$ cat src/rtl/rdc_pkg.sv
package rdc_pkg;

    // Field widths
    localparam int NUMERAL_W = 30;
    localparam int SBASE_W   = 4;
    localparam int TBASE_W   = 5;
    localparam int DIGIT_W   = 5;

    // Default digit store depth
    localparam int STACK_DEPTH_DEF = 32;

    // Job queue between front and back
    localparam int QUEUE_DEPTH = 2;
    localparam int QUEUE_AW    = $clog2(QUEUE_DEPTH);

    // floor(n / 10) = (n * DIV10_MAGIC) >> 35, exact for n < 2^32
    localparam logic [31:0] DIV10_MAGIC = 32'hCCCC_CCCD;
    localparam int          DIV10_SHIFT = 35;

    // Smallest target base that is converted as given
    localparam logic [TBASE_W-1:0] TBASE_MIN = TBASE_W'(2);

    // Reciprocals floor(2^32 / b); codes below two use the entry for two
    localparam logic [32:0] POW32 = 33'h1_0000_0000;
    localparam logic [31:0] RECIP_TBL [32] = '{
        32'(POW32 / 33'd2),  32'(POW32 / 33'd2),  32'(POW32 / 33'd2),  32'(POW32 / 33'd3),
        32'(POW32 / 33'd4),  32'(POW32 / 33'd5),  32'(POW32 / 33'd6),  32'(POW32 / 33'd7),
        32'(POW32 / 33'd8),  32'(POW32 / 33'd9),  32'(POW32 / 33'd10), 32'(POW32 / 33'd11),
        32'(POW32 / 33'd12), 32'(POW32 / 33'd13), 32'(POW32 / 33'd14), 32'(POW32 / 33'd15),
        32'(POW32 / 33'd16), 32'(POW32 / 33'd17), 32'(POW32 / 33'd18), 32'(POW32 / 33'd19),
        32'(POW32 / 33'd20), 32'(POW32 / 33'd21), 32'(POW32 / 33'd22), 32'(POW32 / 33'd23),
        32'(POW32 / 33'd24), 32'(POW32 / 33'd25), 32'(POW32 / 33'd26), 32'(POW32 / 33'd27),
        32'(POW32 / 33'd28), 32'(POW32 / 33'd29), 32'(POW32 / 33'd30), 32'(POW32 / 33'd31)
    };

    // Channel payloads
    typedef struct packed {
        logic [NUMERAL_W-1:0] numeral;
        logic [SBASE_W-1:0]   source_base;
        logic [TBASE_W-1:0]   target_base;
    } item_t;

    typedef struct packed {
        logic [DIGIT_W-1:0] digit;
        logic               last_digit;
    } digit_beat_t;

    // Job handed from front to back
    typedef struct packed {
        logic [NUMERAL_W-1:0] value;
        logic [TBASE_W-1:0]   tbase;
    } job_t;

    typedef enum logic [1:0] {
        F_IDLE,
        F_DIV,
        F_ACC,
        F_PUSH
    } front_state_t;

    typedef enum logic [2:0] {
        B_IDLE,
        B_MUL,
        B_FIX,
        B_RD,
        B_LOAD
    } back_state_t;

endpackage

$ cat src/rtl/rdc_stream_if.sv
interface rdc_stream_if #(
    parameter type payload_t = logic
);
    logic     valid;
    logic     ready;
    payload_t data;

    modport source (output valid, output data, input ready);
    modport sink   (input valid, input data, output ready);
endinterface

$ cat src/rtl/rdc_ram.sv
module rdc_ram #(
    parameter int WIDTH = 8,
    parameter int DEPTH = 32
) (
    input  logic                     clk,
    input  logic                     wr_en,
    input  logic [$clog2(DEPTH)-1:0] wr_addr,
    input  logic [WIDTH-1:0]         wr_data,
    input  logic [$clog2(DEPTH)-1:0] rd_addr,
    output logic [WIDTH-1:0]         rd_data
);
    logic [WIDTH-1:0] mem_reg [DEPTH];
    logic [WIDTH-1:0] rd_data_reg;

    always_ff @(posedge clk)
    begin
        if (wr_en)
        begin
            mem_reg[wr_addr] <= wr_data;
        end
        rd_data_reg <= mem_reg[rd_addr];
    end

    assign rd_data = rd_data_reg;
endmodule

$ cat src/rtl/rdc_back.sv
module rdc_back #(
    parameter int STACK_DEPTH = rdc_pkg::STACK_DEPTH_DEF
) (
    input  logic          clk,
    input  logic          rst_n,
    input  logic          job_valid,
    output logic          job_ready,
    input  rdc_pkg::job_t job,
    rdc_stream_if.source  digits
);
    localparam int NW = rdc_pkg::NUMERAL_W;
    localparam int BW = rdc_pkg::TBASE_W;
    localparam int DW = rdc_pkg::DIGIT_W;
    localparam int AW = $clog2(STACK_DEPTH);
    localparam int TW = $clog2(STACK_DEPTH + 1);

    rdc_pkg::back_state_t state_reg, state_next;

    logic [NW-1:0]       r_reg, r_next;
    logic [NW-1:0]       qest_reg, qest_next;
    logic [BW-1:0]       b_reg, b_next;
    logic [TW-1:0]       top_reg, top_next;
    logic                out_valid_reg, out_valid_next;
    rdc_pkg::digit_beat_t out_data_reg, out_data_next;

    logic [61:0]         recip_prod;
    logic [NW+BW-1:0]    qb_prod;
    logic [NW-1:0]       rem_est;
    logic                rem_over;
    logic [NW-1:0]       rem_fix;
    logic [NW-1:0]       q_fix;

    logic                wr_en;
    logic [AW-1:0]       wr_addr;
    logic [DW-1:0]       wr_data;
    logic [AW-1:0]       rd_addr;
    logic [DW-1:0]       rd_data;
    logic [TW-1:0]       top_dec;

    // Digit store
    rdc_ram #(
        .WIDTH (DW),
        .DEPTH (STACK_DEPTH)
    ) u_store (
        .clk     (clk),
        .wr_en   (wr_en),
        .wr_addr (wr_addr),
        .wr_data (wr_data),
        .rd_addr (rd_addr),
        .rd_data (rd_data)
    );

    // Division by the target base: reciprocal estimate, then one correction
    always_comb
    begin
        recip_prod = 62'(r_reg) * 62'(rdc_pkg::RECIP_TBL[b_reg]);
        qb_prod    = (NW+BW)'(qest_reg) * (NW+BW)'(b_reg);
        rem_est    = r_reg - qb_prod[NW-1:0];
        rem_over   = (rem_est >= NW'(b_reg));
        rem_fix    = rem_over ? (rem_est - NW'(b_reg)) : rem_est;
        q_fix      = rem_over ? (qest_reg + NW'(1)) : qest_reg;
        top_dec    = top_reg - TW'(1);
    end

    always_ff @(posedge clk or negedge rst_n)
    begin
        if (!rst_n)
        begin
            state_reg     <= rdc_pkg::B_IDLE;
            top_reg       <= '0;
            out_valid_reg <= 1'b0;
        end
        else
        begin
            state_reg     <= state_next;
            top_reg       <= top_next;
            out_valid_reg <= out_valid_next;
        end
    end

    always_ff @(posedge clk)
    begin
        r_reg        <= r_next;
        qest_reg     <= qest_next;
        b_reg        <= b_next;
        out_data_reg <= out_data_next;
    end

    assign digits.valid = out_valid_reg;
    assign digits.data  = out_data_reg;

    // Divide and push, then pop most significant first
    always_comb
    begin
        state_next     = state_reg;
        r_next         = r_reg;
        qest_next      = qest_reg;
        b_next         = b_reg;
        top_next       = top_reg;
        out_data_next  = out_data_reg;
        out_valid_next = out_valid_reg && !digits.ready;
        job_ready      = 1'b0;
        wr_en          = 1'b0;
        wr_addr        = top_reg[AW-1:0];
        wr_data        = rem_fix[DW-1:0];
        rd_addr        = top_reg[AW-1:0];

        case (state_reg)
            rdc_pkg::B_IDLE:
            begin
                job_ready = 1'b1;
                if (job_valid)
                begin
                    r_next   = job.value;
                    b_next   = job.tbase;
                    top_next = '0;
                    // a zero value yields no digits
                    if (job.value != '0)
                    begin
                        state_next = rdc_pkg::B_MUL;
                    end
                end
            end
            rdc_pkg::B_MUL:
            begin
                qest_next  = recip_prod[61:32];
                state_next = rdc_pkg::B_FIX;
            end
            rdc_pkg::B_FIX:
            begin
                // a full store drops the digit
                if (top_reg < TW'(STACK_DEPTH))
                begin
                    wr_en    = 1'b1;
                    top_next = top_reg + TW'(1);
                end
                r_next     = q_fix;
                state_next = (q_fix == '0) ? rdc_pkg::B_RD : rdc_pkg::B_MUL;
            end
            rdc_pkg::B_RD:
            begin
                rd_addr    = top_dec[AW-1:0];
                top_next   = top_dec;
                state_next = rdc_pkg::B_LOAD;
            end
            rdc_pkg::B_LOAD:
            begin
                if (!out_valid_reg || digits.ready)
                begin
                    out_valid_next           = 1'b1;
                    out_data_next.digit      = rd_data;
                    out_data_next.last_digit = (top_reg == '0);
                    state_next = (top_reg == '0) ? rdc_pkg::B_IDLE : rdc_pkg::B_RD;
                end
            end
            default:
            begin
                state_next = rdc_pkg::B_IDLE;
            end
        endcase
    end
endmodule

$ cat src/flat_wrapper.sv
// flat-port wrapper written by rule: the top's interface ports become plain ports
module rdc_back_flat 
#(
    parameter int STACK_DEPTH = rdc_pkg::STACK_DEPTH_DEF
)
  (clk, rst_n, job_valid, job_ready, job, digits_valid, digits_data, digits_ready);
  rdc_stream_if digits_i ();
  input  logic clk;
  input  logic rst_n;
  input  logic job_valid;
  output logic job_ready;
  input  rdc_pkg::job_t job;
  output wire logic [$bits(digits_i.valid)-1:0] digits_valid;
  output wire logic [$bits(digits_i.data)-1:0] digits_data;
  input wire logic [$bits(digits_i.ready)-1:0] digits_ready;
  assign digits_valid = digits_i.valid;
  assign digits_data = digits_i.data;
  assign digits_i.ready = digits_ready;
  rdc_back #(.STACK_DEPTH(STACK_DEPTH)) u_core (.clk(clk), .rst_n(rst_n), .job_valid(job_valid), .job_ready(job_ready), .job(job), .digits(digits_i));
endmodule
$ cat config.mk
export PLATFORM = sky130hd
export DESIGN_NAME = rdc_back_flat
export DESIGN_NICKNAME = d
export VERILOG_FILES = /design/src/rtl/rdc_pkg.sv /design/src/rtl/rdc_stream_if.sv /design/src/rtl/rdc_ram.sv /design/src/rtl/rdc_back.sv /design/src/flat_wrapper.sv
export SDC_FILE = /design/constraint.sdc
export NUM_CORES = 2
export LEC_CHECK = 0
export ABC_AREA = 1
export BUFFER_PORTS_ARGS = -buffer_cell sky130_fd_sc_hd__buf_4
export CAP_MARGIN = 20
export CORE_MARGIN = 3
export CORE_UTILIZATION = 30
export CTS_CLUSTER_DIAMETER = 40
export DETAILED_ROUTE_END_ITERATION = 7
export PLACE_DENSITY = 0.4
export REMOVE_ABC_BUFFERS = 1
export SYNTH_ARGS = -nofsm -noshare
export SYNTH_HDL_FRONTEND = slang
export SYNTH_SLANG_ARGS = --single-unit
$ cat constraint.sdc
create_clock -name clk -period 14.9 [get_ports clk]
set_clock_uncertainty 0.05 [all_clocks]
set_input_delay 0.745 -clock clk [delete_from_list [all_inputs] [get_ports clk]]
set_output_delay 0.745 -clock clk [all_outputs]
set_load 0.1 [all_outputs]
# Word-level counts from Yosys, hierarchy flattened
# Memory sizes are Yosys's and may differ from the RTL's.
# Index checks and enable logic that the tools add are counted.
# totals
in_bits	39
reg_bits	76
mem_bits_ro	1024
word_cells	58
out_inout_bits	3
mem_count	1
# classes
addsub	4
mul	2
n_mux	17
bitwise	1
n_lt_le_gt_ge	3
reduce_logical	15
eq_ne	8
# memory_table
memory	depth	word_bits	rd	rd_clocked_by_memory_dff	wr	line	rtl
(no name shown)	32	32	1	0	0	rdc_back.sv:56	recip_prod = 62'(r_reg) * 62'(rdc_pkg::RECIP_TBL[b_reg]);
# ops
op	n
two-way mux 32 bit	2
multiplier 30 x 32 -> 62 bit	1
two-way mux 30 bit	2
case mux 30 bit (2 select lines)	1
adder 30 x 1 -> 30 bit (second input constant)	1
>= comparator 30 x 5 -> 1 bit	1
logical NOT 30 bit	1
multiplier 30 x 5 -> 30 bit	1
nonzero test 30 bit	1
subtractor 30 bit	1
case mux 6 bit (3 select lines)	1
case mux 3 bit (5 select lines)	1
two-way mux 6 bit	2
two-way mux 3 bit	3
adder 6 x 1 -> 6 bit (second input constant)	1
equality test 3 x 2 -> 1 bit (second input constant)	2
>= comparator 6 bit (second input constant)	1
logical NOT 6 bit	1
< comparator 6 bit (second input constant)	1
!= test 2 x 1 -> 1 bit (second input constant)	3
NOT 5 -> 6 bit	1
AND reduction 2 bit	3
AND reduction 3 bit	2
subtractor 6 x 1 -> 6 bit (second input constant)	1
other kinds (11)	15

# Depth between registers and ports, before layout
# depth
depth_word	7
ltp_mapped	45
mapped_depth_nobuf	42

# Worst setup path after synthesis
# No wires, ideal clock.
# synth_path
kind	register to register
from	register u_core.b_reg[0]
to	register u_core.qest_reg[28], data pin
slack_ns	6.508
period_less_slack_ns	8.392
arrival_ns	8.079
path_stages_with_launch	37
path_buffers	2
setup_ns	0.262
required_ns	14.588
path_cell_list	edfxtp_1 buf_4 inv_1 ha_1 inv_1 nor2_1 nor2_1 inv_1 nor2_1 o31ai_1 o21ai_1 inv_1 clkbuf_1 nand2_1 fa_1 fa_1 fa_1 fa_1 inv_1 fa_1 fa_1 fa_1 inv_1 fa_1 inv_1 ha_1 nand2_1 nor2_1 nand2_1 nor2_1 a2111oi_0 o41ai_2 nand3_1 nand2_1 nand2_1 a21oi_1 xor2_1
# synth_between
elab_chain_cells	5
# synth_lines
item	line	rtl
from (decl)	rdc_back.sv:21	logic [BW-1:0] b_reg, b_next;
from (signal assigned)	rdc_back.sv:85	b_reg <= b_next;
NOT 5 -> 6 bit (implied by the code)	rdc_back.sv:56	
memory read (32 x 32 bit)	n/a	
two-way mux 32 bit (implied by the code) (2 in a row)	rdc_back.sv:56	
multiplier 30 x 32 -> 62 bit	rdc_back.sv:56	
via u_core.recip_prod[60]	rdc_back.sv:26	logic [61:0] recip_prod;
to (signal assigned)	rdc_back.sv:84	qest_reg <= qest_next;
to (decl)	rdc_back.sv:20	logic [NW-1:0] qest_reg, qest_next;
# The timed path passes the listed nets, and every way through them passes these cells. The select of a mux whose other input is x is not followed.
# A chain may end at the register's enable or synchronous reset.

# Worst setup path in the final report
# Same ends and word-level chain as after synthesis.

==> results.txt <==
- Status: finished clean
- At the pin with the least slew margin, the transition time is approximately 1.1 ns.
- Of the synthesized area, sequential elements account for 0.05403.
- Remaining antenna violation count: 0
- The first global-routing pass estimated between 200 and 300 mm of wire.
- The multi-input combinational cells in the finished layout cover a total of around 33000 um^2.
- Initial antenna violation count: 4
- Of the post-synthesis cell area, the dominant cell type holds 0.4550.
* Data required time at the worst endpoint: approximately 15 ns
* Layout overhead on the synthesized area: 6.472%
- Fin. max-slew vios: 0
- Count of buffers added by post-CTS timing repair for setup: 0
* Final worst-path cycle share: 0.7339
- Startpoint types: flip-flop
- Number of global-route vias before repair: roughly 37000
- Num CTS Buffers: 9
* Placer's final routability congestion estimate: 0.9381
- Starting Density: 0.3035
- In the post-synthesis netlist, the biggest area contributors are fa_1 (46%), inv_1 (11%), nand2_1 (10%), ha_1 (9.1%), nor2_1 (6.9%).
- The core region is ~140000 um^2.
- Filler instances: about 15000
- The net count of the finished layout is 6519.
* Final routed wirelength across all metal layers: 169.1 mm
- Highest cell delay on the worst timing path: ~1.1 ns
- The longest clock path from root to sink contains 2 buffers.
* Max-Slew Margin vs Limit: 0.2768
* CP Capture Type: flip-flop
- Post-route DRC violation count: 0
- Critical path's slowest cell: clkinv_1
- The first routing iteration left about 2500 violations.
* Yosys warnings: 0
- Width of the chip: 377.1 um
* Placed wire-length estimate: around 130 mm
* Height of the die: around 380 um
- Unrepaired setup endpoints after global routing: no
- Share of layout cells above drive strength 1: 0.04117
* Count leader, synth: inv_1
- The clock reaches the later pin of the worst-skew pair after 0.39 ns.
- Cell types with the highest counts after synthesis: inv_1 (1265), nand2_1 (1124), fa_1 (939)
* I/O Pins: between 40 and 50
- The netlist uses between 50 and 60 different library cells.
* Setup TNS: 0 ns
- Routed len/inst: between 20 and 25 um
* CTS clock-pin slew for the worst setup and hold paths: around 0.080 ns
- In this run the clock root is driven by a clkbuf_16.
* Number of vias per cell after detailed routing: between 4 and 5
* Worst path arrival time: roughly 11 ns
- Setup violations remaining at the end of the flow were counted as 0.
* CTS-repair resized insts: 0
- Cell Area, Synth: between 40000 and 50000 um^2
- CP most frequent cell: fa_1
- Synthesized area divided by synthesized cell count: just under 8 um^2
* Final min period: approximately 11 ns
* Aggregate global routing overflow: 0
- Max frequency: approximately 0.091 GHz
* Yosys top cell by area: fa_1
- Gate count of the mapped netlist: roughly 5300
* H-tree depth: 3
- Hold buffer count at cts: 0
* Max-cap violation count: 0
* Floorplan row count: 135
- Global router's overall resource usage: 0.2418
* Final hold violations: 0
- Register cell area after layout: between 2000 and 2500 um^2
- TritonCTS built the clock tree.
* Max Fanout on Critical Path: 40
- The floorplan step defined a die boundary enclosing about 140000 um^2.
* Count of input and output buffers: 41
- In this run, synthesis produced a sequential element count of between 70 and 80.
- Count of vias placed by the detailed router: ~34000
- Classification of the worst setup path: flip-flop to flip-flop
- Clock tree sinks: 76
- First drt pass iteration count: 6
- Pin count of the biggest net entering global routing: between 50 and 60
* Post-synthesis async set-or-reset flop share: 0.1316
* Number of flops mapped to enable cells by yosys: 66
- Among all flip-flop cells after synthesis, the most frequent one is edfxtp_1.
- The worst hold path belongs to the class input pin to async pin.
==> path summary, 6_finish.rpt <==
| kind | end | cells past startpoint | from | slack (ns) |
|---|---|---|---|---|
| setup / recovery | u_core.qest_reg[28]$_DFFE_PP_ | 31 | u_core.b_reg[0]$_DFFE_PP_ | 3.96 |
| hold / removal | u_core.top_reg[4]$_DFFE_PN0P_ | 1 | rst_n | 0.13 |
| setup reg to reg | u_core.qest_reg[28]$_DFFE_PP_ | 31 | u_core.b_reg[0]$_DFFE_PP_ | 3.96 |
| hold reg to reg | u_core.top_reg[3]$_DFFE_PN0P_ | 2 | u_core.top_reg[3]$_DFFE_PN0P_ | 0.49 |
| max in group asynchronous | u_core.state_reg[1]$_DFFE_PN0P_ | 1 | rst_n | 14.52 |
| min in group clk | u_core.b_reg[2]$_DFFE_PP_ | 1 | job[2] | 0.49 |
==> critical path, delay by kind of cell, from the launching register on <==
kind	cells	cell delay (ns)
XOR/XNOR	1	0.08
buffers and inverters	8	2.16
AND/OR/NAND/NOR	9	2.05
adder cells (fa/ha/maj)	10	4.74
AO/OA/AOI/OAI	3	1.21
flip-flops	1	0.32
==> layer usage <==
layer,track usage,share of wire,vias up
met3,0.02547,0.050,252
met2,0.4193,0.49,1028
li1,-,-,15310
met1,0.3153,0.42,17780
met4,0.07735,0.038,0
met5,0,0,-
==> logic make-up after synthesis <==
group | share of synthesized area
simple gates | 0.2024
buf+inv | 0.1392
fa+ha+maj | 0.5459
compound gates | 0.04225
xor+xnor | 0.01632
flops | 0.05403
==> final cells by class <==
cell class | instances | share of cell area
tap | 1781 | 0.05066
timing repair buffer | 134 | 0.02350
clock inverter | 6 | 0.001081
sequential | 76 | 0.05075
antenna | 1 | 0.00005689
multi-input combinational | 3733 | 0.7589
inverter | 1287 | 0.1099
clock buffer | 10 | 0.005205
==> metrics by stage <==
stage / utilization / area [um^2] / hold WS, ns / std cells / worst slack [ns]
3_5_place_dp: 0.3210 / 43710 / 0.4808 / 7011 / 3.968
3_3_place_gp: 0.3207 / 43670 / 0.4682 / 7009 / 4.046
2_1_floorplan: - / 40400 / 0.3994 / 5096 / 5.492
4_1_cts: 0.3231 / 43980 / 0.1199 / 7027 / 3.966
5_1_grt: 0.3231 / 43980 / 0.1255 / 7027 / 3.408
6_report: 0.3231 / 43990 / 0.1338 / 7028 / 3.965
==> layout by cell type (no fill, tap or decap), types with 6 or more instances in the layout <==
master     Yosys  final
clkbuf_16      0      9
edfxtp_1      66     66
o21ai_0      112    112
xor2_1        60     60
nand4_1       28     28
nor3_1        33     32
inv_1       1265   1262
ha_1         300    300
dfrtp_1       10     10
o211ai_1       9      9
a31oi_1       16     16
nand3_1       90     90
nand2_2       18     25
nor4_1         9      9
a21oi_1      131    131
buf_4          6    132
nor2_1       763    762
nor2_2         9      9
xnor2_1       17     17
inv_2          4      8
o21a_1         6      6
nand3_2       14     14
nand2_1     1124   1117
o21bai_1       9      9
fa_1         939    939
clkinv_1      17     16
Power is not shown: default switching activity piles up to over one toggle a cycle in this logic, so the estimate is an artifact.
