--- src/rtl/rdc_pkg.sv ---
package rdc_pkg;

    // Field widths
    localparam int NUMERAL_W = 30;
    localparam int SBASE_W   = 4;
    localparam int TBASE_W   = 5;
    localparam int DIGIT_W   = 5;

    // Default digit store depth
    localparam int STACK_DEPTH_DEF = 32;

    // Job queue between front and back
    localparam int QUEUE_DEPTH = 2;
    localparam int QUEUE_AW    = $clog2(QUEUE_DEPTH);

    // floor(n / 10) = (n * DIV10_MAGIC) >> 35, exact for n < 2^32
    localparam logic [31:0] DIV10_MAGIC = 32'hCCCC_CCCD;
    localparam int          DIV10_SHIFT = 35;

    // Smallest target base that is converted as given
    localparam logic [TBASE_W-1:0] TBASE_MIN = TBASE_W'(2);

    // Reciprocals floor(2^32 / b); codes below two use the entry for two
    localparam logic [32:0] POW32 = 33'h1_0000_0000;
    localparam logic [31:0] RECIP_TBL [32] = '{
        32'(POW32 / 33'd2),  32'(POW32 / 33'd2),  32'(POW32 / 33'd2),  32'(POW32 / 33'd3),
        32'(POW32 / 33'd4),  32'(POW32 / 33'd5),  32'(POW32 / 33'd6),  32'(POW32 / 33'd7),
        32'(POW32 / 33'd8),  32'(POW32 / 33'd9),  32'(POW32 / 33'd10), 32'(POW32 / 33'd11),
        32'(POW32 / 33'd12), 32'(POW32 / 33'd13), 32'(POW32 / 33'd14), 32'(POW32 / 33'd15),
        32'(POW32 / 33'd16), 32'(POW32 / 33'd17), 32'(POW32 / 33'd18), 32'(POW32 / 33'd19),
        32'(POW32 / 33'd20), 32'(POW32 / 33'd21), 32'(POW32 / 33'd22), 32'(POW32 / 33'd23),
        32'(POW32 / 33'd24), 32'(POW32 / 33'd25), 32'(POW32 / 33'd26), 32'(POW32 / 33'd27),
        32'(POW32 / 33'd28), 32'(POW32 / 33'd29), 32'(POW32 / 33'd30), 32'(POW32 / 33'd31)
    };

    // Channel payloads
    typedef struct packed {
        logic [NUMERAL_W-1:0] numeral;
        logic [SBASE_W-1:0]   source_base;
        logic [TBASE_W-1:0]   target_base;
    } item_t;

    typedef struct packed {
        logic [DIGIT_W-1:0] digit;
        logic               last_digit;
    } digit_beat_t;

    // Job handed from front to back
    typedef struct packed {
        logic [NUMERAL_W-1:0] value;
        logic [TBASE_W-1:0]   tbase;
    } job_t;

    typedef enum logic [1:0] {
        F_IDLE,
        F_DIV,
        F_ACC,
        F_PUSH
    } front_state_t;

    typedef enum logic [2:0] {
        B_IDLE,
        B_MUL,
        B_FIX,
        B_RD,
        B_LOAD
    } back_state_t;

endpackage

--- src/rtl/rdc_queue.sv ---
module rdc_queue (
    input  logic          clk,
    input  logic          rst_n,
    input  logic          push_valid,
    output logic          push_ready,
    input  rdc_pkg::job_t push_job,
    output logic          pop_valid,
    input  logic          pop_ready,
    output rdc_pkg::job_t pop_job
);
    localparam int AW = rdc_pkg::QUEUE_AW;

    rdc_pkg::job_t entries_reg [rdc_pkg::QUEUE_DEPTH];
    logic [AW:0]   wr_ptr_reg, wr_ptr_next;
    logic [AW:0]   rd_ptr_reg, rd_ptr_next;
    logic          empty, full, do_push, do_pop;

    // Pointers carry a wrap bit to tell full from empty
    always_comb
    begin
        empty       = (wr_ptr_reg == rd_ptr_reg);
        full        = (wr_ptr_reg[AW] != rd_ptr_reg[AW]) &&
                      (wr_ptr_reg[AW-1:0] == rd_ptr_reg[AW-1:0]);
        push_ready  = !full;
        pop_valid   = !empty;
        do_push     = push_valid && !full;
        do_pop      = pop_ready && !empty;
        wr_ptr_next = wr_ptr_reg + (AW+1)'(do_push);
        rd_ptr_next = rd_ptr_reg + (AW+1)'(do_pop);
        pop_job     = entries_reg[rd_ptr_reg[AW-1:0]];
    end

    always_ff @(posedge clk or negedge rst_n)
    begin
        if (!rst_n)
        begin
            wr_ptr_reg <= '0;
            rd_ptr_reg <= '0;
        end
        else
        begin
            wr_ptr_reg <= wr_ptr_next;
            rd_ptr_reg <= rd_ptr_next;
        end
    end

    always_ff @(posedge clk)
    begin
        if (do_push)
        begin
            entries_reg[wr_ptr_reg[AW-1:0]] <= push_job;
        end
    end
endmodule

--- config.mk ---
export PLATFORM = sky130hd
export DESIGN_NAME = rdc_queue
export DESIGN_NICKNAME = d
export VERILOG_FILES = /design/src/rtl/rdc_pkg.sv /design/src/rtl/rdc_queue.sv
export SDC_FILE = /design/constraint.sdc
export NUM_CORES = 1
export LEC_CHECK = 0
export BUFFER_PORTS_ARGS = -buffer_cell sky130_fd_sc_hd__clkbuf_2
export CAP_MARGIN = 20
export CORE_ASPECT_RATIO = 0.7
export CORE_MARGIN = 4
export CORE_UTILIZATION = 52
export CTS_CLUSTER_DIAMETER = 60
export CTS_CLUSTER_SIZE = 14
export DETAILED_ROUTE_END_ITERATION = 10
export GPL_TIMING_DRIVEN = 0
export PLACE_DENSITY = 0.85
export SLEW_MARGIN = 30
export SYNTH_ARGS = -nofsm -noshare
export SYNTH_HDL_FRONTEND = slang
export SYNTH_SLANG_ARGS = --single-unit
--- constraint.sdc ---
create_clock -name clk -period 2.8 [get_ports clk]
set_clock_uncertainty 0.05 [all_clocks]
set_input_delay 0.7 -clock clk [delete_from_list [all_inputs] [get_ports clk]]
set_output_delay 0.7 -clock clk [all_outputs]
set_load 0.02 [all_outputs]
# Word level (Yosys, flattened, before mapping)
# Memories as Yosys holds them, arrays and structs flattened.
# Index checks and enable logic that the tools add are counted.
# W data, S select, Z words.
dict set report word_totals {
  regBits 4
  ram_bits 70
  in_bits 39
  wordCells 15
  mem_count 1
}
dict set report classes {
  add_sub_neg 2
  n_eq_ne 3
  muxes 2
  reduce_logical 5
}
# memory depth word_bits rd rd_ports_with_merged_regs write_ports line_no
set mem_list {}
lappend mem_list {entries_reg 2 35 1 0 1 rdc_queue.sv:13} ;# rdc_pkg::job_t entries_reg [rdc_pkg::QUEUE_DEPTH];
# op count
set op_table {}
lappend op_table {{$add A2 B1 Y2} 2}
lappend op_table {{$logic_and A1 B1 Y1} 3}
lappend op_table {{$eq A2 B2 Y1} 1}
lappend op_table {{$logic_not A1 Y1} 2}
lappend op_table {{$mux W1} 2}
lappend op_table {{$eq A1 B1 Y1} 1}
lappend op_table {{$ne A1 B1 Y1} 1}

# Depth between registers and ports, before layout
# Gate-level depths: netlist (run 1).
dict set report depth {
  depth_word 6
  mapped_depth 5
}

# Worst setup path after synthesis (run 1)
# Ideal clock, no wire load.
dict set report synth_timing {
  kind {input -> register}
  start {input port push_valid}
  end {memory entries_reg[1][0] in the netlist's numbering, enable pin}
  setup_ns 0.397
  arrival_time_ns 1.904
  t_required_ns 2.353
  slack_ns 0.449
  stages 2
  path_buffers 0
  path_cell_list {a21boi_0 ha_1}
}
dict set report synth_between {
  elab_chain_cells 3
}
# element line_no
set synth_rtl {}
lappend synth_rtl {{start, declared} rdc_queue.sv:4} ;# input logic push_valid,
lappend synth_rtl {{$logic_and A1 B1 Y1} rdc_queue.sv:26} ;# do_push = push_valid && !full;
lappend synth_rtl {{$mux W1} rdc_queue.sv:49} ;# if (do_push)
lappend synth_rtl {{$mux W1 (not written as such)} rdc_queue.sv:51} ;# entries_reg[wr_ptr_reg[AW-1:0]] <= push_job;
lappend synth_rtl {{end, declared} rdc_queue.sv:13}
# Every way passes these cells.

# Final worst setup path (run 1)
dict set report layout_timing {
  start {register rd_ptr_reg[0]}
  end {memory entries_reg[1][24] in the netlist's numbering, enable pin}
}
dict set report layout_between {
  elab_chain_cells 6
}
# element line_no
set layout_rtl {}
lappend layout_rtl {{start, declared} rdc_queue.sv:15} ;# logic [AW:0] rd_ptr_reg, rd_ptr_next;
lappend layout_rtl {{start signal, assigned} rdc_queue.sv:43} ;# rd_ptr_reg <= rd_ptr_next;
lappend layout_rtl {{$eq A1 B1 Y1} rdc_queue.sv:23} ;# (wr_ptr_reg[AW-1:0] == rd_ptr_reg[AW-1:0]);
lappend layout_rtl {{$logic_and A1 B1 Y1} rdc_queue.sv:22} ;# full = (wr_ptr_reg[AW] != rd_ptr_reg[AW]) &&
lappend layout_rtl {{$logic_not A1 Y1} rdc_queue.sv:26}
lappend layout_rtl {{$logic_and A1 B1 Y1} rdc_queue.sv:26}
lappend layout_rtl {{$mux W1} rdc_queue.sv:49}
lappend layout_rtl {{$mux W1 (not written as such)} rdc_queue.sv:51}
# Every way passes these cells.

==> results_dict.tcl, run 1 <==
set metrics [dict create \
    outcome "finished clean" \
    netlist_area_sq_um 2890 \
    place_ws_ns 0.450 \
    synth_top_family_by_area "multiplexers" \
    path_class "reg2reg" \
    drv_cap 0 \
    cts_tree "yes" \
    synthMuxAreaShare_pct 17.5 \
    rsz0062_at_grt "false" \
    drtAntennaViolNets 0 \
    vias 1413 \
    grt_max_degree 21 \
    areaGrowthSynthToFinish_pct 27.0 \
    dp_hpwl_mm 3.30 \
    ios 76 \
    rows 22 \
    pwr-share-comb_pct 39.9 \
    hold_class "in2async" \
    setup_viol 0 \
    arrival_ns 2.29 \
    placeableCoreArea_sq_um 5310 \
    max_freq_mhz 434 \
    timing_hold_violations_final 0 \
    fill_cells 370 \
    stdcell_area_sq_um 3670 \
    grt_pass1_wl_mm 7.31 \
    power.internal_mw 3.13 \
    post-cts-setup-buffers 0 \
    antenna_found_initial 0 \
    vias_per_cell 4.84 \
    cts_max_level 3 \
    path_clk_slew_ns 0.07 \
    slowest_delay_ns 0.65 \
    fin_crit_sh_pct 82.3 \
    seq_area_sq_um 2200 \
    end_kind "register" \
    cp_slowest_cell "ha_2" \
    cts.sinks 74 \
    clk_latency_ns 0.33 \
    cts-hold-fix-buffers 0 \
    largest_reg_flops 70 \
    synthAdderAreaFrac_pct 1.30 \
    overflow 0 \
    final_cell_mix "75 x clkbuf_2, 70 x edfxtp_1, 30 x mux2_4" \
    syn_inst 127 \
    antenna_cells 0 \
    worstSetupStartpointType "register" \
    final_common_cell "clkbuf_2" \
    dpl_cell_area_sq_um 3420 \
    worstPathRequired_ns 2.79 \
    r2r-start "rd_ptr_reg[0]" \
    synth_compound_area_share_pct 0.519 \
    slew_violations 0 \
    io_buffer_count 75 \
    holdWs_ns 0.114 \
    p_sw_mw 1.44 \
    cts_made_buffers 9 \
    final_cells 292 \
    multi_input_area_sq_um 616 \
    max_slew_margin_pct 61.1 \
    path_delay_family "adder cells" \
    path_cells "buf_6 > xnor2_1 > a21boi_0 > ha_2 > buf_16" \
    wl_per_cell_um 15.6 \
    grt_pass1_vias 1488 \
    die_area_sq_um 6840 \
    critPathBufInv 2 \
    firstDrtPassIters 4 \
    die_h_um 70.4 \
    fin_crit_ns 2.30 \
    synth-seq-cells 74 \
    synth_nets 169 \
    synth.avg_cell_area_sq_um 22.8 \
    cts_buffer_depth 2 \
    pwr-share-seq_pct 37.5 \
    initial_core_util_pct 54.4 \
    yosysUniqueCellTypes 12 \
    r2r_cells 5 \
    clockPowerShare_pct 22.6 \
    reg2reg_to "entries_reg[1][24]" \
    wl_mm 4.57 \
    die_w_um 97.1 \
    yosysSeqAreaShare_pct 76.2 \
    p_leak_nw 1.52 \
    p_per_area_nw_per_um2 1240 \
    peakVddDrop_mv 0.740 \
    cts_resized 0 \
    cts-root-buf "clkbuf_8" \
    swShare_pct 31.5 \
    track_usage_pct 14.4 \
    drive_gt1_share_pct 60.0 \
    synth_xor_area_share_pct 1.51 \
    layout_setup_ws_ns 0.496 \
    nets 257 \
    tightest_slew_ns 0.584 \
    critPathMaxFanout 20 \
    gp_congestion 0.687 \
    dp_cells 276 \
    r2r_slack_ns 0.50 \
    synth_warnings 0 \
    synth-simple-area-share_pct 0.260 \
    drtIter0Drc 84 \
    drc_errors 0 \
    tns_ns 0 \
]
[cells in the mapped netlist]
cell type,instances,area (sq um)
mux2_2,5,56.3
edfxtp_1,70,2100
buf_12,3,60.1
ha_1,3,37.5
xor2_1,3,26.3
mux2_4,30,450
inv_1,2,7.51
xnor2_1,2,17.5
nand2_1,2,7.51
dfrtp_1,4,100
a21boi_0,2,15.0
buf_6,1,11.3
[layout make-up]
type,instances,share of cell area (%)
Sequential cell,74,59.9
Multi-Input combinational cell,47,16.8
Timing Repair Buffer,77,11.7
Clock inverter,6,3.51
Clock buffer,10,3.47
Tap cell,72,2.45
Buffer,4,1.94
Inverter,2,0.204
[worst max-delay path by stage]
stage / startpoint / endpoint / slack [ns] / cells past startpoint
6_report: rd_ptr_reg[0] / entries_reg[1][24] / 0.50 / 5
5_1_grt: rd_ptr_reg[0] / entries_reg[1][27] / 0.33 / 5
4_1_cts: rd_ptr_reg[0] / entries_reg[1][24] / 0.45 / 5
3_5_place_dp: push_valid / entries_reg[1][17] / 0.45 / 4
3_3_place_gp: push_valid / entries_reg[1][17] / -0.14 / 3
2_1_floorplan: push_valid / entries_reg[1][0] / 0.45 / 2
[worst reg2reg max path: cells and delay by family, from the launching register on]
family / cells / cell delay, ns
compound gates: 1 / 0.34
xor+xnor: 1 / 0.18
fa+ha+maj: 1 / 0.65
buf+inv: 2 / 0.39
flops: 1 / 0.40
[layer usage]
metal	vias to the layer above	share of wire [%]	GRT usage [%]
li1	669	-	-
met1	665	44	18.0
met2	73	46	21.5
met3	6	9.0	8.68
met4	0	0.74	3.27
met5	-	0	0
[kinds of logic after synthesis]
logic type,count (synthesis)
fa+ha+maj,3
mux,35
simple gates,2
compound gates,2
buf+inv,6
xor+xnor,5
flops,74
[power groups by stage]
stage               Clock (mW)  Combinational, mW  Sequential (mW)
floorplan                    0               1.31             1.72
finish                    1.03               1.82             1.71
detailed placement           0               1.85             1.74
global placement             0               1.73             1.74
CTS                       1.06               1.86             1.72
global route              1.11               1.95             1.75
[through the flow]
step / util, % / power [mW]
floorplan: - / 3.03
global placement: 63.2 / 3.47
detailed placement: 64.3 / 3.59
CTS: 69.1 / 4.63
global route: 69.1 / 4.81
finish: 69.1 / 4.57
Power figures use the tool's default switching activity.
==> inputs of run 2 (changes only) <==
ABC_AREA = 1   (was unset)
CORE_UTILIZATION = 47   (was 52)
PLACE_DENSITY = 0.81   (was 0.85)
clock period = 1.92 ns   (was 2.8 ns; I/O delays follow)
==> results_dict.tcl, run 2 <==
set metrics [dict create \
    outcome "finished, violations left" \
    violations "setup timing" \
    final_util_pct 73.0 \
    cts_buffer_depth 2 \
    async_flop_share_pct 5.41 \
    final_common_cell "nand2_1" \
    rsz0062_at_grt "true" \
    fill_cells 379 \
    grt_pass1_vias 1857 \
    layout_setup_ws_ns -0.126 \
    cts_tree "yes" \
    dp_cells 361 \
    slew_violations 0 \
    rows 23 \
    areaGrowthSynthToFinish_pct 48.8 \
    yosysTopAreaCell "edfxtp_1" \
    worstPathRequired_ns 1.39 \
    max_slew_margin_pct 81.8 \
    final_cells 394 \
    clk_latency_ns 0.34 \
    multi_input_area_sq_um 718 \
    drc_errors 0 \
    final_cell_mix "74 x nand2_1, 70 x edfxtp_1, 39 x clkbuf_2" \
    die_area_sq_um 7400 \
    wl_per_cell_um 14.3 \
    gp_congestion 0.685 \
    slowest_delay_ns 0.38 \
    synth-edff-count 70 \
    synth-seq-cells 74 \
    critPathBufInv 6 \
    vias 1855 \
    p_leak_nw 1.85 \
    drtAntennaViolNets 0 \
    arrival_ns 1.52 \
    ios 76 \
    cts.sinks 74 \
    path_cells "buf_6 > inv_8 > buf_8 > buf_12 > buf_12 > nand2_4 > nand2_4 > buf_8" \
    die_h_um 73.2 \
    drive_gt1_share_pct 50.5 \
    initial_core_util_pct 49.1 \
    wl_mm 5.62 \
    hold_class "in2reg" \
    overflow 0 \
    synth.area.top_cells "edfxtp_1 74%, nand2_1 14%, dfrtp_1 3.5%" \
    yosysSeqAreaShare_pct 77.2 \
    yosysUniqueCellTypes 13 \
    fin_crit_ns 2.05 \
    cts-root-buf "clkbuf_8" \
    drtIter0Drc 37 \
    dpl_cell_area_sq_um 3330 \
    cp_slowest_cell "dfrtp_1" \
    synth-main-ff-cell "edfxtp_1" \
    die_w_um 101 \
    cts_max_level 3 \
    fin_crit_sh_pct 107 \
    holdWs_ns 0.273 \
    netlist_area_sq_um 2850 \
    vias_per_cell 4.71 \
    largest_reg_flops 70 \
    track_usage_pct 16.0 \
    stdcell_area_sq_um 4250 \
    tightest_slew_ns 0.272 \
    placeableCoreArea_sq_um 5810 \
    p_per_area_nw_per_um2 1810 \
    antenna_cells 0 \
    end_kind "output port" \
    path_class "reg2out" \
    synth_most_common_cell "nand2_1" \
    grt_pass1_wl_mm 8.76 \
    firstDrtPassIters 4 \
    seq_area_sq_um 2200 \
    synth_warnings 0 \
    syn_inst 211 \
    setup_viol 33 \
    peakVddDrop_mv 0.948 \
    nets 356 \
    synth.avg_cell_area_sq_um 13.5 \
    synth_common_cells "108 x nand2_1, 70 x edfxtp_1, 6 x inv_1, 6 x nand2_2" \
    worstSetupStartpointType "register" \
    timing_hold_violations_final 0 \
    drv_cap 0 \
    dp_hpwl_mm 3.33 \
    grt_max_degree 37 \
    io_buffer_count 75 \
    path_clk_slew_ns 0.08 \
    antenna_found_initial 0 \
    synth_nets 253 \
    max_freq_mhz 489 \
    synth_top_area_share_pct 73.7 \
    path_delay_family "buffers and inverters" \
    cts_made_buffers 9 \
    critPathMaxFanout 5 \
]
## run 2: changes by cell type in the layout (fill, tap and decap cells not counted), moves of 3 or more
cell | previous run | this run
buf_2 | 0 | 6
buf_4 | 0 | 10
buf_6 | 1 | 7
buf_8 | 0 | 18
clkbuf_2 | 75 | 39
clkbuf_8 | 9 | 21
inv_1 | 2 | 6
inv_6 | 0 | 3
mux2_2 | 5 | 0
mux2_4 | 30 | 0
nand2_1 | 2 | 74
nand2_2 | 0 | 26
nand2_4 | 0 | 16
## run 2: worst register-to-register path: stages (launching register included)
cell,delay (ns)
dfrtp_1,0.38
buf_6,0.14
inv_8,0.04
buf_4,0.13
nand2_4,0.05
nand2_4,0.06
a21oi_2,0.26
ha_4,0.21
buf_8,0.18
## run 2: final timing paths
kind	start	endpoint	slack (ns)	cells past startpoint
min in group asynchronous	rst_n	wr_ptr_reg[0]	0.42	2
max in group asynchronous	rst_n	rd_ptr_reg[1]	1.28	2
min	push_job[19]	entries_reg[0][19]	0.27	1
max reg2reg	rd_ptr_reg[0]	entries_reg[0][16]	0.12	8
min reg2reg	rd_ptr_reg[1]	rd_ptr_reg[1]	0.48	1
max	rd_ptr_reg[0]	pop_job[28]	-0.13	8
## run 2: kinds of logic (layout without fill, tap and decap cells)
family	Yosys count	after routing	synth area share (%)
adders and majority gates	3	3	1.32
DFF	74	74	77.2
and+or+nand+nor	116	116	16.3
xor gates and xnor gates	2	2	0.614
buffers and inverters	14	122	3.99
AOI/OAI and AO/OA	2	2	0.614
## run 2: where the power goes
group	internal (mW)	leakage [nW]	switching [mW]	total [mW]
combinational	1.81	1.03	2.00	3.81
sequential	2.28	0.698	0.158	2.43
clock	0.876	0.121	0.584	1.46
total	4.96	1.85	2.75	7.71
## run 2: through the flow
| step | TNS (ns) | setup WS [ns] | power, mW |
|---|---|---|---|
| final | -1.98 | -0.126 | 7.71 |
| after global routing | -5.36 | -0.214 | 8.16 |
| after CTS | -18.62 | -0.223 | 7.36 |
| after detailed placement | -15.98 | -0.235 | 4.89 |
| after global placement | -14.64 | -0.229 | 4.83 |
| after floorplan | 0 | 0.0650 | 4.09 |
## run 2: area by class of cell
cell class | instances | area share (%)
repair buffers | 93 | 20.4
plain buffers | 6 | 1.97
clock inverters | 7 | 2.92
multi-input cells | 123 | 16.9
inverters | 7 | 0.796
flip-flops and latches | 74 | 51.9
clock buffers | 9 | 2.92
well taps | 75 | 2.21
## run 2: per-layer routing
layer,global-route usage (%),vias to the layer above,part of all wire [%]
li1,-,913,-
met1,20.0,878,42
met2,25.7,60,51
met3,7.55,4,6.7
met4,3.54,0,0.34
met5,0,-,0
## run 2: what timing repair did
action | in CTS | in global routing
hold endpoints to repair | 4 | 0
hold buffers | 1 | 0
pin swaps | 10 | 13
endpoints found under the setup margin | 101 | 106
gates cloned | 4 | 0
buffers inserted | 9 | 6
gates resized for setup | 83 | 61
==> inputs of run 3 (changes only) <==
CTS_BUF_LIST = sky130_fd_sc_hd__clkbuf_8 sky130_fd_sc_hd__clkbuf_16   (was unset)
PLACE_DENSITY = 0.75   (was 0.81)
==> results_dict.tcl, run 3 (synthesis gave the netlist of run 2 again) <==
set metrics [dict create \
    outcome "finished, violations left" \
    violations "setup timing" \
    place_ws_ns -0.234 \
    drtAntennaViolNets 0 \
    p_leak_nw 1.88 \
    cts_max_level 3 \
    largest_reg_flops 70 \
    r2r_slack_ns 0.14 \
    timing_hold_violations_final 0 \
    antenna_cells 0 \
    clk_latency_ns 0.33 \
    wl_per_cell_um 14.8 \
    critPathBufInv 5 \
    rsz0062_at_grt "true" \
    slew_violations 0 \
    holdWs_ns 0.280 \
    rows 23 \
    stdcell_area_sq_um 4320 \
    initial_core_util_pct 49.1 \
    grt_pass1_wl_mm 7.87 \
    grt_max_degree 37 \
    path_delay_family "buffers and inverters" \
    startpoint "rd_ptr_reg[0]" \
    ios 76 \
    max_slew_margin_pct 84.3 \
    max_freq_mhz 501 \
    grt_pass1_vias 1738 \
    tightest_slew_ns 0.236 \
    dp_hpwl_mm 3.21 \
    arrival_ns 1.46 \
    worstHoldStart "push_job[28]" \
    drc_errors 0 \
    track_usage_pct 14.6 \
    worstPathRequired_ns 1.39 \
    cts_tree "yes" \
    path_clk_slew_ns 0.08 \
    layout_setup_ws_ns -0.0746 \
    cts_buffer_depth 2 \
    die_area_sq_um 7400 \
    areaGrowthSynthToFinish_pct 51.5 \
    cts-root-buf "clkbuf_8" \
    die_h_um 73.2 \
    vias_per_cell 4.76 \
    final_common_cell "edfxtp_1" \
    setup_viol 27 \
    placeableCoreArea_sq_um 5810 \
    power_mw 7.73 \
    peakVddDrop_mv 0.864 \
    r2r-start "rd_ptr_reg[0]" \
    worstSetupStartpointType "register" \
    gp_congestion 0.703 \
    nets 359 \
    cts.sinks 74 \
    final_cell_mix "70 x edfxtp_1, 52 x nand2_2, 49 x nand2_1" \
    antenna_found_initial 0 \
    dpl_cell_area_sq_um 3330 \
    fin_crit_sh_pct 104 \
    hold_class "in2reg" \
    critPathMaxFanout 5 \
    cp_slowest_cell "dfrtp_1" \
    path_cells "buf_6 > inv_8 > buf_8 > clkbuf_16 > nand2_2 > nand2_1 > buf_4" \
    die_w_um 101 \
    slowest_delay_ns 0.39 \
    p_per_area_nw_per_um2 1790 \
    end_kind "output port" \
    fin_crit_ns 1.99 \
    wl_mm 5.88 \
    tns_ns -0.855 \
    fill_cells 365 \
    drive_gt1_share_pct 58.1 \
    path_class "reg2out" \
    cts_made_buffers 9 \
    drv_cap 0 \
    firstDrtPassIters 4 \
    drtIter0Drc 82 \
    io_buffer_count 75 \
    vias 1888 \
    overflow 0 \
]
run 3: changes by cell type in the layout (fill, tap and decap cells not counted), moves of 2 or more:
| cell | before | now |
|---|---|---|
| bufinv_16 | 3 | 1 |
| buf_6 | 7 | 26 |
| buf_2 | 6 | 4 |
| clkbuf_16 | 1 | 3 |
| buf_16 | 0 | 3 |
| buf_8 | 18 | 14 |
| buf_4 | 10 | 8 |
| clkbuf_8 | 21 | 9 |
| nand2_2 | 26 | 52 |
| nand2_1 | 74 | 49 |
run 3: metal layers:
layer | vias to the layer above | track usage, % | share of wire [%]
met4 | 0 | 4.87 | 0.88
met5 | - | 0 | 0
met3 | 5 | 6.49 | 8.4
li1 | 920 | - | -
met2 | 62 | 24.6 | 51
met1 | 901 | 16.8 | 40
run 3: through the flow:
| step | util [%] | cells |
|---|---|---|
| 6_report | 74.4 | 397 |
| 5_1_grt | 74.4 | 397 |
| 4_1_cts | 64.8 | 389 |
| 3_5_place_dp | 57.3 | 361 |
| 3_3_place_gp | 57.3 | 361 |
| 2_1_floorplan | - | 211 |
run 3: layout make-up:
cell class	instances	area [sq um]	area share, %
well taps	75	93.8	2.17
plain buffers	7	103	2.37
clock buffers	9	124	2.87
repair buffers	95	923	21.4
inverters	7	33.8	0.781
multi-input cells	123	776	17.9
flip-flops and latches	74	2200	50.9
clock inverters	7	67.6	1.56
run 3: what timing repair did:
item,4_1_cts,5_1_grt
gates resized for setup,32,158
gates cloned,3,2
endpoints found under the setup margin,101,106
endpoints found under the hold margin,4,0
pin swaps,3,19
setup buffers,8,7
hold buffers,1,0
run 3: worst paths after layout:
check / end / cells past startpoint
min: entries_reg[0][28] / 1
max in group asynchronous: wr_ptr_reg[0] / 2
max: pop_job[25] / 7
max reg2reg: entries_reg[0][0] / 7
min in group asynchronous: wr_ptr_reg[1] / 2
min reg2reg: wr_ptr_reg[1] / 1
run 3: report_power, final:
part           switching, mW  internal [mW]
Sequential             0.179           2.28
Combinational           2.12           2.01
Clock                  0.548          0.598
Total                   2.85           4.88
